### config.mk
export PLATFORM = sky130hd
export DESIGN_NAME = pdt_cell
export DESIGN_NICKNAME = d
export VERILOG_FILES = /design/src/hw/rtl/pdt_pkg.sv /design/src/hw/rtl/pdt_cell.sv
export SDC_FILE = /design/constraint.sdc
export NUM_CORES = 1
export LEC_CHECK = 0
export BUFFER_PORTS_ARGS = -buffer_cell sky130_fd_sc_hd__buf_2
export CAP_MARGIN = 15
export CORE_ASPECT_RATIO = 0.6
export CORE_UTILIZATION = 40
export CTS_BUF_LIST = sky130_fd_sc_hd__clkbuf_4
export CTS_CLUSTER_SIZE = 40
export DETAILED_ROUTE_END_ITERATION = 10
export PLACE_DENSITY = 0.73
export SLEW_MARGIN = 20
export SYNTH_ARGS = -nofsm -noshare
export SYNTH_HDL_FRONTEND = slang
export SYNTH_SLANG_ARGS = --single-unit
export TNS_END_PERCENT = 10
### constraint.sdc
create_clock -name clk -period 1.2 [get_ports clk]
set_clock_uncertainty 0.15 [all_clocks]
set_input_delay 0.24 -clock clk [delete_from_list [all_inputs] [get_ports clk]]
set_output_delay 0.24 -clock clk [all_outputs]
set_load 0.005 [all_outputs]
### src/hw/rtl/pdt_pkg.sv
// ----------------------------------------------------------------------------
// Periodic deadline timer bank package
// Request and result codes, sequencer states and limits shared by the bank.
// ----------------------------------------------------------------------------
package pdt_pkg;

    localparam logic [1:0] REQ_ARM  = 2'd0;
    localparam logic [1:0] REQ_STOP = 2'd1;
    localparam logic [1:0] REQ_TICK = 2'd2;
    localparam logic [1:0] REQ_RSVD = 2'd3;

    localparam logic KIND_ACK    = 1'b0;
    localparam logic KIND_EXPIRY = 1'b1;

    localparam int RESULT_LIMIT = 16;
    localparam int RES_CNT_W    = 5;
    localparam int RES_IDX_W    = 4;
    localparam int COUNT_BITS   = 32;
    localparam int SLOT_BITS    = 4;
    localparam int PORT_TIME_W  = 64;

    typedef enum logic [2:0] {
        ST_IDLE,
        ST_ARM_DIV,
        ST_PASS,
        ST_PASS_END,
        ST_TICK_DIV,
        ST_EMIT
    } state_t;

    typedef struct packed {
        logic shift;
        logic clr_done;
    } cell_ctrl_t;

endpackage

### src/hw/rtl/pdt_cell.sv
// ----------------------------------------------------------------------------
// Timer slot cell
// Holds one slot of the ring and takes its neighbor's slot on every shift.
// ----------------------------------------------------------------------------
module pdt_cell #(
    parameter int TIME_BITS = 64
) (
    input  logic                               clk,
    input  logic                               rst_n,
    input  pdt_pkg::cell_ctrl_t                ctrl,
    input  logic                               d_armed,
    input  logic                               d_done,
    input  logic [TIME_BITS-1:0]               d_dl,
    input  logic [TIME_BITS-1:0]               d_per,
    input  logic [pdt_pkg::COUNT_BITS-1:0]     d_cnt,
    output logic                               q_armed,
    output logic                               q_done,
    output logic [TIME_BITS-1:0]               q_dl,
    output logic [TIME_BITS-1:0]               q_per,
    output logic [pdt_pkg::COUNT_BITS-1:0]     q_cnt
);

    logic                           armed_reg;
    logic                           done_reg;
    logic [TIME_BITS-1:0]           dl_reg;
    logic [TIME_BITS-1:0]           per_reg;
    logic [pdt_pkg::COUNT_BITS-1:0] cnt_reg;

    always_ff @(posedge clk or negedge rst_n)
    begin
        if (!rst_n)
        begin
            armed_reg <= 1'b0;
            done_reg  <= 1'b0;
            dl_reg    <= '0;
            per_reg   <= '0;
            cnt_reg   <= '0;
        end
        else if (ctrl.shift)
        begin
            armed_reg <= d_armed;
            done_reg  <= d_done;
            dl_reg    <= d_dl;
            per_reg   <= d_per;
            cnt_reg   <= d_cnt;
        end
        else if (ctrl.clr_done)
        begin
            done_reg <= 1'b0;
        end
    end

    assign q_armed = armed_reg;
    assign q_done  = done_reg;
    assign q_dl    = dl_reg;
    assign q_per   = per_reg;
    assign q_cnt   = cnt_reg;

endmodule

* Yosys cells after proc, flatten, opt, wreduce, memory -nomap -nowiden
Cells that the tools add are included.
** Cells by class
- Reductions and logical operators :: 1
- $add $sub $neg :: 0
- Shift-type cells :: 0
- $lt $le $gt $ge :: 0
- Equal/unequal tests :: 0
- Multipliers :: 0
- Div/mod/pow operators :: 0
- Multiplexer cells :: 2
- Bitwise gates (word level) :: 0
** Operators with widths (count)
- $mux 1 :: 2
- $reduce_bool 2->1 :: 1
** Storage, ports and cells
- Bits in writable memories :: 0
- Word-level logic and storage cells :: 8
- Output and inout port bits :: 162
- Memories :: 0
- Input bits :: 166
- Flip-flop bits (word level) :: 162
- Latch bits :: 0
- Bits in read-only memories :: 0

* Logic depth before layout (Yosys ltp)
- Depth in word-level cells :: 2
- Mapped depth :: 5
- Depth with buffers taken out :: 2

* Least setup slack after synthesis
Ideal clock, no wire load.
- Kind :: input port to flip-flop
- From :: in ctrl[1] (netlist name)
- To :: reg dl_reg[0] (netlist: q_dl[0])
- Cell stages on the path :: 4
- Setup slack :: -0.019 ns
- Path buffers :: 3
- Arrival :: 0.944 ns
- Cell sequence :: buf_6 -> buf_6 -> buf_6 -> mux2_4
** RTL lines
- from (decl) :: RTL line pdt_cell.sv:10 : input pdt_pkg::cell_ctrl_t ctrl,
- to (signal assigned) :: RTL line pdt_cell.sv:43 : dl_reg <= d_dl;
- to (decl) :: RTL line pdt_cell.sv:25 : logic [TIME_BITS-1:0] dl_reg;
No word-level cell between the ends.

* Worst setup path in the final report
- From :: reg dl_reg[42] (netlist: q_dl[42])
- To :: out q_dl[42]
** RTL lines
- to (decl) :: RTL line pdt_cell.sv:18 : output logic [TIME_BITS-1:0] q_dl,
No word-level cell between the ends.

==> impl_metrics.ini <==
[critical_path]
crit_family = flip-flops
max_stage_delay_ns = 0.44
required_ns = 0.81
rr_endpoint = q_dl[12]
cp.depth = 1
crit_buf_inv = 1
crit_path_max_fanout = 2
slowest_stage = dfrtp_1
r2r-start = q_dl[12]
critPathCaptureType = primary output
cp.arrival_ns = 1.13
rr_worst_depth = 3
crit_path_start_kind = register
path_class = register to primary output
reg2reg_setup_slack_ns = 0.01
path_cells = buf_2

[synth]
synth_xor_area_share_pct = 0
synth_cell_types = 7
synth-seq-cells = 162
syn_area_per_cell_um2 = 18.3
synth_top_family_by_area = multiplexers
yosysTopAreaCell = dfrtp_1
synthSimpleGateAreaFrac_pct = 0.0598
synth.top_cell.area_share_pct = 64.5
muxShareOfSynthArea_pct = 32.9
yosysWarnings = 0
synth_fa_ha_area_share_pct = 0
synth_cells = 343
synth_compound_area_share_pct = 0.139
ys_seq_area_share_pct = 64.5
syn_nets = 509
synth_area_leaders = dfrtp_1, mux2_2, mux2_4, buf_6, buf_2
mappedNetlistArea_um2 = 6280

[power]
pwr-share-seq_pct = 52.8
p_leak_nw = 5.18
p_int_mw = 8.59
p_comb_share_pct = 21.9
p_switching_mw = 3.37
cellPowerDensity_nw_per_um2 = 1160
p_sw_share_pct = 28.2
peakVddDrop_mv = 0.548
clockPowerShare_pct = 25.3

[job]
max-cap-violations = 0

[clock_tree]
cts_root_buffer = clkbuf_4
numCtsBuffers = 17
cts.sinks = 162
path_clk_slew_ns = 0.15
clock_latency_ns = 0.50
cts_tree = built
ctsHtreeMaxLevel = 4
clk_path_buf_depth = 2

[grt]
grt_use_total_pct = 24.6
grt_pass1_wl_um = 29900
grt_pass1_vias = 5610
grt_antenna_before_repair = 0
grt_max_degree = 47
overflow = 0

[drt]
vias = 5035
drt_wl_total_um = 19800
drt_iter0_markers = 168
first_pass_iters = 4
remaining_drc_errors = 0
vias_per_cell = 4.63
wl_per_cell_um = 18.2
detail-route-antenna-nets = 0

[timing]
fin_ws_ns = -0.322
fin_crit_ns = 1.52
rsz0062_at_grt = true
fin_tns_setup_ns = -40.24
tightest_slew_ns = 0.437
slew_headroom_pct = 70.9
finalCritPeriodShare_pct = 127
fmax_mhz = 657
hold_ws_ns = 0.126
maxSlewViolCount = 0
hold_viol = 0
finalSetupViolCount = 162

[finish]
stdcell_count = 1087
fin_area_um2 = 10300
fill_cells = 1081
multiInputGateArea_um2 = 2080
seqCellArea_um2 = 4050
antennaDiodeCount = 0
drive_gt1_share_pct = 62.6
nets = 1037
syn_to_final_growth_pct = 64.5

[floorplan]
start_util_pct = 41.0
dieArea_um2 = 16200
num_io_pins = 328
fp.dieW_um = 164
core-area_um2 = 15300
die_h_um = 99.1
rows = 35

[placement]
placed_cells = 872
io_buffers = 327
gp_congestion = 0.771
hpwl_um = 11900
post-place-ws_ns = -0.146
placed_area_um2 = 8270

[min_path]
hp-class = input pin to asynchronous set/reset pin

[run_status]
status = finished, violations left
violations = negative setup slack
[how the worst max path moves through the flow]
stage | from | endpoint
after detailed placement | ctrl[1] | q_cnt[20]
after global routing | q_dl[42] | q_dl[42]
after global placement | ctrl[1] | q_armed
after floorplan | ctrl[1] | q_dl[0]
final | q_dl[42] | q_dl[42]
after CTS | q_per[18] | q_per[18]
[layer usage]
layer | up-vias | wire (µm) | share of wire (%) | GRT usage, %
met2 | 212 | 10500 | 53 | 44.9
met1 | 2519 | 7660 | 39 | 27.1
li1 | 2265 | - | - | -
met5 | - | 0 | 0 | 0
met4 | 0 | 449 | 2.3 | 9.69
met3 | 39 | 1190 | 6.0 | 6.69
[state kept, by name, summed over array words and instances, names as in the netlist]
signal	count
q_dl	64
q_cnt	32
q_per	64
q_armed	1
q_done	1
[cell usage after synthesis]
| master | count |
|---|---|
| mux2_4 | 68 |
| mux2_2 | 93 |
| buf_6 | 9 |
| dfrtp_1 | 162 |
| a22o_1 | 1 |
| nor2_1 | 1 |
| buf_2 | 9 |
[power by group through the flow]
stage / clock network (mW) / registers (mW) / logic [mW]
after floorplan: 0 / 6.42 / 0.854
after global placement: 0 / 6.36 / 1.98
after detailed placement: 0 / 6.39 / 2.05
after CTS: 3.17 / 6.29 / 2.53
after global routing: 3.40 / 6.38 / 2.79
final: 3.03 / 6.31 / 2.62
[what timing repair did]
item                       4_1_cts  5_1_grt
buffers inserted                 7       10
setup endpoints to repair      162      171
resized for setup                2        1
hold buffers                   166        0
hold endpoints to repair       324        0
gates cloned                     0        0
[stage by stage]
stage / utilization [%] / power, mW
6_report: 67.4 / 12.0
2_1_floorplan: - / 7.28
3_3_place_gp: 53.9 / 8.34
4_1_cts: 66.9 / 12.0
5_1_grt: 67.4 / 12.6
3_5_place_dp: 53.9 / 8.44
[placed cells by master, fill, tap and decap left out, types with 8 or more instances in the layout]
cell             n
clkbuf_4        18
mux2_4          68
buf_4           26
dfrtp_1        162
buf_2          323
buf_12           8
dlygate4sd3_1  165
mux2_2          93
[cell type report]
cell class	count	area share, %
sequential	162	39.2
timing repair buffer	527	35.7
tap	203	2.46
clock buffer	18	1.31
clock inverter	14	1.20
multi-input combinational	163	20.1
[logic make-up (layout without fill, tap and decap cells)]
group                  after synthesis  after routing
flip-flops                         162            162
AND/OR/NAND/NOR                      1              1
AO/OA/AOI/OAI                        1              1
buffers and inverters               18            559
multiplexers                       161            161
(Power assumes the default switching activity.)
