File: config.mk
export PLATFORM = sky130hd
export DESIGN_NAME = pdt_div
export DESIGN_NICKNAME = d
export VERILOG_FILES = /design/src/hw/rtl/pdt_div.sv
export SDC_FILE = /design/constraint.sdc
export NUM_CORES = 1
export LEC_CHECK = 0
export ABC_CLOCK_PERIOD_IN_PS = 10640
export BUFFER_PORTS_ARGS = -buffer_cell sky130_fd_sc_hd__buf_2
export CORE_MARGIN = 2
export CORE_UTILIZATION = 35
export DETAILED_ROUTE_END_ITERATION = 10
export PLACE_DENSITY = 0.56
export SLEW_MARGIN = 40
export SYNTH_ARGS = -nofsm -noshare
export SYNTH_HDL_FRONTEND = slang
export SYNTH_SLANG_ARGS = --single-unit
File: constraint.sdc
create_clock -name clk -period 10.64 [get_ports clk]
set_clock_uncertainty 0.2 [all_clocks]
set_input_delay 0.532 -clock clk [delete_from_list [all_inputs] [get_ports clk]]
set_output_delay 0.532 -clock clk [all_outputs]
set_load 0.02 [all_outputs]
File: src/hw/rtl/pdt_div.sv
// ----------------------------------------------------------------------------
// Radix-2 restoring divider
// One quotient bit per cycle; quotient and remainder hold after done.
// ----------------------------------------------------------------------------
module pdt_div #(
    parameter int WIDTH = 64
) (
    input  logic             clk,
    input  logic             rst_n,
    input  logic             start,
    input  logic [WIDTH-1:0] dividend,
    input  logic [WIDTH-1:0] divisor,
    output logic             done,
    output logic [WIDTH-1:0] quotient,
    output logic [WIDTH-1:0] remainder
);

    localparam int CNT_W = $clog2(WIDTH + 1);

    logic             busy_reg;
    logic [CNT_W-1:0] cnt_reg;
    logic [WIDTH-1:0] quo_reg;
    logic [WIDTH-1:0] rem_reg;
    logic [WIDTH-1:0] dsr_reg;
    logic [WIDTH:0]   shifted;
    logic             fits;

    assign shifted = {rem_reg, quo_reg[WIDTH-1]};
    assign fits    = shifted >= {1'b0, dsr_reg};
    assign done    = busy_reg && (cnt_reg == '0);

    always_ff @(posedge clk or negedge rst_n)
    begin
        if (!rst_n)
        begin
            busy_reg <= 1'b0;
            cnt_reg  <= '0;
        end
        else if (start)
        begin
            busy_reg <= 1'b1;
            cnt_reg  <= CNT_W'(WIDTH);
        end
        else if (done)
        begin
            busy_reg <= 1'b0;
        end
        else if (busy_reg)
        begin
            cnt_reg <= cnt_reg - 1'b1;
        end
    end

    always_ff @(posedge clk)
    begin
        if (start)
        begin
            quo_reg <= dividend;
            rem_reg <= '0;
            dsr_reg <= divisor;
        end
        else if (busy_reg && (cnt_reg != '0))
        begin
            if (fits)
            begin
                rem_reg <= WIDTH'(shifted - {1'b0, dsr_reg});
            end
            else
            begin
                rem_reg <= shifted[WIDTH-1:0];
            end
            quo_reg <= {quo_reg[WIDTH-2:0], fits};
        end
    end

    assign quotient  = quo_reg;
    assign remainder = rem_reg;

endmodule

Yosys cells after proc, flatten, opt, wreduce, memory -nomap -nowiden. Cells that the tools add are included.

Flip-flop bits (word level): 200. Input bits: 131. Output and inout port bits: 129. Logic and storage cells: 25.

Add/subtract/negate cells: 2. $lt $le $gt $ge: 1. Equality and inequality tests: 1. Mux-type cells: 8. Reductions and logical operators: 8.

Operator list (number): $mux W64 (3); $ge A65 B64 Y1 (1); $sub A64 B64 Y64 (1); $mux W7 (3); $logic_not A7 Y1 (1); $reduce_bool A7 Y1 (1); $sub A7 B1 Y7 const B (1); $reduce_bool A2 Y1 (3); $logic_and A1 B1 Y1 (2); $mux W1 (2); $ne A2 B2 Y1 const B (1); $reduce_and A2 Y1 (1).

Depth between registers and ports, before layout.
Word-level depth: 4. Depth in mapped cells: 15. Mapped depth without buffers: 13.

Worst setup path after synthesis. Ideal clock, no wire load.

Kind: register to register. Start point: register cnt_reg[0]. End point: register quo_reg[0], in the netlist quotient[0] (enable). Library setup time: 0.695 ns. Arrival time: 3.026 ns. Data required time: 9.745 ns. Setup slack: 6.719 ns. Stages on the path, launching flop included: 9. Buffers on the path: 2. Period minus slack after synthesis: 3.921 ns. Cells stage by stage: dfrtp_1 inv_1 ha_1 nand2b_1 or4_1 o21ai_0 clkbuf_1 clkbuf_1 nand2b_1.

Cells in the longest elaborated chain, start to end: 3.

Ends and longest elaborated chain: start: declaration (line 21) `logic [CNT_W-1:0] cnt_reg;`; start signal: assignment (line 42) `cnt_reg <= CNT_W'(WIDTH);`; start signal: assignment (line 50) `cnt_reg <= cnt_reg - 1'b1;`; $reduce_bool A7 Y1 (line 62) `else if (busy_reg && (cnt_reg != '0))`; $logic_and A1 B1 Y1 (line 62); $reduce_bool A2 Y1 (no source line); end signal: assignment (line 58) `quo_reg <= dividend;`; end signal: assignment (line 72) `quo_reg <= {quo_reg[WIDTH-2:0], fits};`; end: declaration (line 22) `logic [WIDTH-1:0] quo_reg;`.

No other way between the ends. A chain may end at the register's enable or synchronous reset.

Worst setup path after layout.
Start point: register quo_reg[63], in the netlist quotient[63]. End point: register rem_reg[60], in the netlist remainder[60].

Cells in the longest elaborated chain, start to end: 2. Elaborated cells between the ends (all ways): 3. Those cells by class: 1 x add/sub; 1 x order compare; 1 x mux.

Ends and longest elaborated chain: $sub A64 B64 Y64 / $ge A65 B64 Y1 (equally long branches) (line 66, 29); $mux W64 (*) (line 64) `if (fits)`; end signal: assignment (line 66) `rem_reg <= WIDTH'(shifted - {1'b0, dsr_reg});`; end signal: assignment (line 70) `rem_reg <= shifted[WIDTH-1:0];`; end: declaration (line 23) `logic [WIDTH-1:0] rem_reg;`.

Every way passes the cells marked *; elsewhere a longest branch is shown, timed or not.

==> impl_metrics.env <==
export IMPL_end_kind="flip-flop"
export IMPL_port_buffers=259
export IMPL_finalSetupViolCount=0
export IMPL_clk_pin_slew_ps=80
export IMPL_period_needed_ps=4050
export IMPL_synthTopCellsByCount="nand2_1 (160), edfxtp_1 (128), nor2_1 (100), a21oi_1 (90), inv_1 (79)"
export IMPL_start_util_pct=35.6
export IMPL_io_pin_count=260
export IMPL_dieWidth_um=189
export IMPL_fillers=3353
export IMPL_fin_setup_tns_ps=0
export IMPL_cap_violations=0
export IMPL_max_stage_delay_ps=560
export IMPL_syn_inst=1225
export IMPL_synthFlopType="edfxtp_1"
export IMPL_total_leakage_power_nw=6.33
export IMPL_synth_most_common_cell="nand2_1"
export IMPL_finalWeightedCongestion=0.858
export IMPL_antenna_found_initial=0
export IMPL_grt_pass1_vias=9823
export IMPL_hold_viol_final=0
export IMPL_yosys_warnings=0
export IMPL_timing_critical_path_buf_inv=1
export IMPL_drt_iter0_markers=589
export IMPL_synth_top_area_share_pct=32.2
export IMPL_cp_start_kind="flip-flop"
export IMPL_die_h_um=189
export IMPL_viasPerCell=5.25
export IMPL_drc=0
export IMPL_synth_edf_count=128
export IMPL_synth_top_cell_by_area="edfxtp_1"
export IMPL_stdcell_count=1908
export IMPL_period_share_pct=38.1
export IMPL_netlist_area_um2=11900
export IMPL_yosys_register_bits=200
export IMPL_critPathKind="flip-flop to flip-flop"
export IMPL_first_pass_iters=5
export IMPL_cts_resized=0
export IMPL_synth_area_leaders="edfxtp_1 (32%), dfxtp_1 (11%), ha_1 (6.8%)"
export IMPL_rows=67
export IMPL_ir_drop_mv=0.139
export IMPL_cpMaxStageDelayCell="o31ai_2"
export IMPL_cellPowerDensity_nw_per_um2=259
export IMPL_synth_seq_area_share_pct=44.6
export IMPL_fmax_mhz=247
export IMPL_grt_pass1_wl_um=53300
export IMPL_rsz0062_at_grt="no"
export IMPL_cts_made_buffers=17
export IMPL_ys_types=74
export IMPL_synth_area_per_cell_um2=9.75
export IMPL_drive_gt1_share_pct=27.1
export IMPL_arrival_ps=4220
export IMPL_via_count=10009
export IMPL_core_area_um2=33500
export IMPL_async_flop_share_pct=4.00
export IMPL_dieArea_um2=35600
export IMPL_outcome="completed"
export IMPL_wire_per_inst_um=17.7
export IMPL_grt_max_degree=83
export IMPL_clock_sinks=200
export IMPL_synth_nets=1422
export IMPL_wl_um=33700
export IMPL_nets=1644
export IMPL_relSlewSlack_pct=46.3
export IMPL_grt_util_all_layers_pct=19.0
export IMPL_crit_chain="inv_1, ha_1, fa_1, nor2b_1, o2111ai_1, a211o_1, a311oi_1, nor2_1, o31ai_2, a211oi_1, xnor2_1, mux2i_1, a211oi_1"
export IMPL_area_growth_pct=19.2
export IMPL_cpLargestDelayFamily="compound AO/OA/AOI/OAI gates"
export IMPL_clock_latency_ps=460
export IMPL_diodes=0
export IMPL_htree_levels=4
export IMPL_hpwl_um=25300
export IMPL_hold_path_class="primary input to flip-flop"
export IMPL_grt_overflow_total=0
export IMPL_cpMostUsedCell="a211oi_1"
export IMPL_worstPathMaxFanout=4
export IMPL_cts_tree="built"
export IMPL_clk_path_buf_depth=2
export IMPL_dp_cells=1874
export IMPL_root_buffer="clkbuf_16"
export IMPL_worst_pin_slew_ps=800
export IMPL_slew_viol_final=0
export IMPL_power_mw=3.68
export IMPL_ant_nets=0
export IMPL_cp_required_ps=10810
## worst reg2reg max path, stage by stage, from the launching register on
cell and delay, ps:
edfxtp_1 340, inv_1 60, ha_1 230, fa_1 410, nor2b_1 200, o2111ai_1 170
a211o_1 400, a311oi_1 500, nor2_1 220, o31ai_2 560, a211oi_1 180, xnor2_1 160
mux2i_1 90, a211oi_1 240
## layout by cell type, fill, tap and decap left out, drive strengths merged, types with 22 or more instances in the layout
cell type  count
ha            65
a21o          33
inv           83
buf          267
a21oi         94
xnor2         37
nand3         22
nand2        160
o21ai         44
dfxtp         64
edfxtp       128
a311oi        41
nor2         100
mux2          64
xor2          22
## stage by stage
step / hold slack, ps / utilization [%] / worst slack, ps / area, um2
after detailed placement: 186 / 40.6 / 6590 / 13600
after floorplan: 36.4 / - / 6720 / 11900
after global placement: 185 / 40.5 / 6380 / 13600
after CTS: 17.5 / 42.4 / 6560 / 14200
after global routing: 21.9 / 42.4 / 6270 / 14200
final: 45.7 / 42.4 / 6590 / 14200
## path summary, 6_finish.rpt
kind	start	endpoint	slack [ps]	cells after the start
max in group asynchronous	rst_n	cnt_reg[6]	9840	2
worst max-delay path	quotient[63]	remainder[60]	6590	13
min in group asynchronous	rst_n	cnt_reg[5]	240	2
worst min-delay path	divisor[13]	dsr_reg[13]	50	1
worst max register to register	quotient[63]	remainder[60]	6590	13
worst min register to register	remainder[36]	remainder[37]	320	2
## area by class of cell
type / instances / area, um2 / share of cell area, %
multi-input cells: 880 / 6040 / 42.5
repair buffers: 269 / 1410 / 9.91
clock inverters: 14 / 168 / 1.18
well taps: 448 / 561 / 3.94
clock buffers: 18 / 429 / 3.02
inverters: 79 / 297 / 2.08
flip-flops and latches: 200 / 5330 / 37.4
## logic make-up (layout without fill, tap and decap cells)
| family | Yosys count | in the layout | synth area share [%] |
|---|---|---|---|
| DFF | 200 | 200 | 44.6 |
| adders and majority gates | 66 | 66 | 6.98 |
| xor gates and xnor gates | 59 | 59 | 4.33 |
| buffers and inverters | 145 | 380 | 4.90 |
| muxes | 69 | 69 | 6.46 |
| and+or+nand+nor | 377 | 377 | 14.3 |
| AOI/OAI and AO/OA | 309 | 309 | 18.4 |
## repair_timing
item,in CTS,in global routing
hold buffers,1,0
endpoints found under the hold margin,8,0
setup buffers,0,0
## report_power, final
part	leakage (nW)	switching [mW]	internal, mW	total, mW
Clock	0.293	0.324	0.354	0.678
Combinational	4.12	1.15	0.669	1.82
Sequential	1.92	0.145	1.04	1.19
## routing by layer
metal / up-vias / routed length (um) / global-route usage, %
met4: 0 / 723 / 6.67
met2: 304 / 15400 / 30.6
li1: 4918 / - / -
met1: 4750 / 15100 / 24.4
met3: 37 / 2440 / 5.33
met5: - / 0 / 0
No activity file was read; power rests on OpenSTA's default activity.
